<file path="src/sv/assert_macros.svh">
// assertion macros included by the data transfer unit
`ifndef ASSERT_MACROS_SVH
`define ASSERT_MACROS_SVH
`ifndef SYNTH
// checked while out of reset, sampled on clk
`define ASSERT_CHK(lbl, prop) \
  lbl: assert property (@(posedge clk) disable iff (!rst_n) prop) \
    else $error("%m: check failed");
// checked at every edge, reset included
`define ASSERT_ALWAYS(lbl, prop) \
  lbl: assert property (@(posedge clk) prop) \
    else $error("%m: check failed");
`else
`define ASSERT_CHK(lbl, prop)
`define ASSERT_ALWAYS(lbl, prop)
`endif
`endif

</file>
<file path="src/sv/c8dtu_pkg.sv">
// shared types and constants of the data transfer unit
`default_nettype none
package c8dtu_pkg;

  localparam int ADDR_BITS_DEF = 16;
  localparam int NUM_REGS      = 7;
  localparam int MEM_W         = 9;   // written mark on top of a data byte

  typedef logic [7:0] byte_t;
  typedef logic [NUM_REGS-1:0][7:0] regs_t;

  // command codes
  localparam logic [3:0] CMD_MOV  = 4'd0;
  localparam logic [3:0] CMD_MVI  = 4'd1;
  localparam logic [3:0] CMD_LDA  = 4'd2;
  localparam logic [3:0] CMD_STA  = 4'd3;
  localparam logic [3:0] CMD_LDAX = 4'd4;
  localparam logic [3:0] CMD_STAX = 4'd5;
  localparam logic [3:0] CMD_LHLD = 4'd6;
  localparam logic [3:0] CMD_SHLD = 4'd7;
  localparam logic [3:0] CMD_XCHG = 4'd8;
  localparam logic [3:0] CMD_LXI  = 4'd9;
  localparam logic [3:0] CMD_SET  = 4'd10;

  // register codes
  localparam logic [2:0] REG_A    = 3'd0;
  localparam logic [2:0] REG_B    = 3'd1;
  localparam logic [2:0] REG_C    = 3'd2;
  localparam logic [2:0] REG_D    = 3'd3;
  localparam logic [2:0] REG_E    = 3'd4;
  localparam logic [2:0] REG_H    = 3'd5;
  localparam logic [2:0] REG_L    = 3'd6;
  localparam logic [2:0] REG_NONE = 3'd7;

  // register pair codes
  localparam logic [1:0] PAIR_BC   = 2'd0;
  localparam logic [1:0] PAIR_DE   = 2'd1;
  localparam logic [1:0] PAIR_HL   = 2'd2;
  localparam logic [1:0] PAIR_NONE = 2'd3;

  typedef struct packed {
    logic                 en;
    logic                 we;
    logic [MEM_W-1:0]     wdata;
  } mem_req_t;

  typedef struct packed {
    logic  status;
    regs_t regs;
  } result_t;

endpackage
`default_nettype wire

</file>
<file path="src/sv/c8dtu_outq.sv">
// two-entry result queue between the sequencer and the output channel
`default_nettype none
module c8dtu_outq (
  input  wire logic               clk,
  input  wire logic               rst_n,
  input  wire logic               push,
  input  wire c8dtu_pkg::result_t push_data,
  input  wire logic               out_ready,
  output logic                    out_valid,
  output c8dtu_pkg::result_t      out_data,
  output logic                    full
);
  import c8dtu_pkg::*;

  result_t     data_r [2];
  logic        wr_ptr_r;
  logic        rd_ptr_r;
  logic [1:0]  cnt_r;
  logic        pop;

  assign out_valid = (cnt_r != 2'd0);
  assign full      = (cnt_r == 2'd2);
  assign pop       = out_valid & out_ready;
  assign out_data  = data_r[rd_ptr_r];

  always_ff @(posedge clk) begin
    if (!rst_n) begin
      wr_ptr_r <= 1'b0;
      rd_ptr_r <= 1'b0;
      cnt_r    <= 2'd0;
    end else begin
      if (push) begin
        wr_ptr_r <= ~wr_ptr_r;
      end
      if (pop) begin
        rd_ptr_r <= ~rd_ptr_r;
      end
      unique case ({push, pop})
        2'b10:   cnt_r <= cnt_r + 2'd1;
        2'b01:   cnt_r <= cnt_r - 2'd1;
        default: cnt_r <= cnt_r;
      endcase
    end
  end

  always_ff @(posedge clk) begin
    if (push) begin
      data_r[wr_ptr_r] <= push_data;
    end
  end

endmodule
`default_nettype wire

</file>
<file path="config.mk">
export PLATFORM = sky130hd
export DESIGN_NAME = c8dtu_outq
export DESIGN_NICKNAME = d
export VERILOG_FILES = /design/src/sv/assert_macros.svh /design/src/sv/c8dtu_pkg.sv /design/src/sv/c8dtu_outq.sv
export SDC_FILE = /design/constraint.sdc
export NUM_CORES = 1
export LEC_CHECK = 0
export BUFFER_PORTS_ARGS = -buffer_cell sky130_fd_sc_hd__buf_2
export CAP_MARGIN = 20
export CORE_MARGIN = 2
export CORE_UTILIZATION = 46
export DETAILED_ROUTE_END_ITERATION = 10
export GPL_TIMING_DRIVEN = 0
export PLACE_DENSITY = 0.73
export SETUP_SLACK_MARGIN = 0.5
export SYNTH_ARGS = -nofsm -noshare
export SYNTH_HDL_FRONTEND = slang
export SYNTH_SLANG_ARGS = --single-unit
</file>
<file path="constraint.sdc">
create_clock -name clk -period 4.2 [get_ports clk]
set_clock_uncertainty 0.2 [all_clocks]
set_input_delay 1.05 -clock clk [delete_from_list [all_inputs] [get_ports clk]]
set_output_delay 1.05 -clock clk [all_outputs]
set_load 0.01 [all_outputs]
</file>
==> results_dict.tcl <==
set metrics [dict create \
    grt_pass1_vias 2550 \
    ys_seq_area_frac 0.8139 \
    cpMostUsedCell "buf_2" \
    drc 0 \
    crit_chain "buf_2 > buf_4 > mux2_2 > buf_2" \
    vias 2244 \
    crit_required_ps 2950 \
    path_buf_inv 3 \
    fp.dieW_um 101.0 \
    crit_type "flop to primary output" \
    synth_edf_count 114 \
    clock_path_buffers 2 \
    drv_cap 0 \
    ys_types 17 \
    finalSetupViolCount 0 \
    ys.flop_type "edfxtp_1" \
    drtIter0Drc 74 \
    final_antenna_net_count 0 \
    antenna_found_initial 0 \
    whs_ps 326.8 \
    stdcell_count 464 \
    diodes 0 \
    slew_violations 0 \
    cts_buffers 17 \
    synth_area_um2 4329 \
    cts_tree "yes" \
    totalWireLength_um 7512 \
    cpMaxStageDelayCell "mux2_2" \
    crit_path_end_kind "primary output" \
    placed_cell_area_um2 5121 \
    coreArea_um2 9196 \
    die-area_um2 10200 \
    nets 402 \
    mostFrequentLayoutCell "buf_2" \
    hold_start "cnt_r[1]$_SDFFE_PN0P_" \
    worstPathArrival_ps 1840 \
    avgViaCountPerCell 4.836 \
    peakVddDrop_mv 0.3346 \
    hold_buffers 0 \
    power_density_nw_per_um2 625.2 \
    cts_setup_buffers 0 \
    postSynthCellCount 200 \
    clkLatencyLatePin_ps 490 \
    utilization 0.6273 \
    worstMarginPinSlew_ps 782.2 \
    slew-limit-headroom 0.4786 \
    critPathMaxStageDelay_ps 360 \
    cts_sinks 119 \
    dp_hpwl_um 4852 \
    grt_max_degree 58 \
    grt_pass1_wl_um 11890 \
    fin_area_um2 5769 \
    firstDrtPassIters 5 \
    overflow 0 \
    io_buffer_count 119 \
    hold_class "flop to flop" \
    syn_area_per_cell_um2 21.65 \
    hold_viol_final 0 \
    period_needed_ps 3091 \
    place_inst 432 \
    yosysWarnings 0 \
    cts_resized 0 \
    cts-htree-levels 4 \
    ys_ff_latch 119 \
    num_rows 35 \
    drive_gt1_frac 0.6147 \
    synth_nets 262 \
    crit_fanout 10 \
    worstReg2RegStart "wr_ptr_r$_SDFFE_PN0P_" \
    root_buffer "clkbuf_8" \
    fillers 714 \
    start_util 0.4707 \
    start_kind "flop" \
    grt_setup_unrepaired "false" \
    fmax_mhz 323.5 \
    critPathTopFamily "buffers and inverters" \
    clkTransAtPathRegs_ps 50 \
    power_leakage_nw 2.205 \
    status "finished clean" \
    wire_per_inst_um 16.19 \
    final_cell_mix "122 x buf_2, 114 x edfxtp_1, 57 x mux2_2, 16 x clkbuf_16, 6 x bufinv_16" \
    grt_usage 0.1595 \
    die_height_um 101.0 \
    area.growth.synth_to_final_pct 33.27 \
    post-route-period-util 0.7360 \
    synthArstFlopShare 0 \
    place.gp.congestion 0.6776 \
    ios 120 \
]
## metrics by stage
stage | setup slack, ps | power (W) | setup TNS (ps)
global route | 964.4 | 0.003761 | 0
CTS | 1040 | 0.003655 | 0
finish | 1109 | 0.003607 | 0
global placement | -2.765 | 0.002061 | -42.60
floorplan | 992.8 | 0.001841 | 0
detailed placement | 1563 | 0.002079 | 0
## layer usage
layer  wire (um)  GRT usage
met1        2906     0.1677
met2        4115     0.2805
met3         451    0.06380
met5           0          0
met4          38    0.07173
## tightest hold or removal path, delay by kind of cell, from the launching register on
kind           cells  cell delay (ps)
AO/OA/AOI/OAI      2              140
flip-flops         1              340
## registers in the layout (all words and copies together), names as in the netlist, named ones only
signal    count
data_r      114
cnt_r         2
rd_ptr_r      1
wr_ptr_r      1
## worst paths after layout
kind                             to  cells past startpoint  slack, ps
min reg2reg   cnt_r[1]$_SDFFE_PN0P_                      2        330
max                    out_data[42]                      4       1110
max reg2reg  data_r[0][7]$_DFFE_PP_                      3       2480
min           cnt_r[1]$_SDFFE_PN0P_                      2        330
## cells in the mapped netlist, types with 2 or more instances
library cell	n	area share
buf_4	3	0.0052
edfxtp_1	114	0.79
o21a_1	2	0.0035
xnor2_1	3	0.0061
dfxtp_1	5	0.023
buf_2	3	0.0035
nor2b_1	3	0.0043
and2_1	2	0.0029
mux2_2	57	0.15
## layout make-up
cell class | instances | area, um2 | area share
repair buffers | 121 | 643.1 | 0.1115
multi-input cells | 74 | 774.5 | 0.1342
well taps | 111 | 138.9 | 0.02407
clock inverters | 14 | 230.2 | 0.03990
flip-flops and latches | 119 | 3523 | 0.6107
plain buffers | 6 | 37.54 | 0.006506
clock buffers | 18 | 417.9 | 0.07244
inverters | 1 | 3.754 | 0.0006506
## power by group
part	internal [W]	switching (W)	total, W	leakage, nW
combinational	0.000329	0.000306	0.000636	0.784
sequential	0.00138	0.0000266	0.00141	1.11
clock	0.00108	0.000484	0.00156	0.310
total	0.00279	0.000817	0.00361	2.21
## cell families after synthesis
group,Yosys count,share of synthesized area
XOR/XNOR,3,0.006070
AO/OA/AOI/OAI,4,0.006357
multiplexers,57,0.1483
flip-flops,119,0.8139
buffers and inverters,7,0.009535
AND/OR/NAND/NOR,9,0.01301
adder cells (fa/ha/maj),1,0.002890
(Power assumes the default switching activity.)
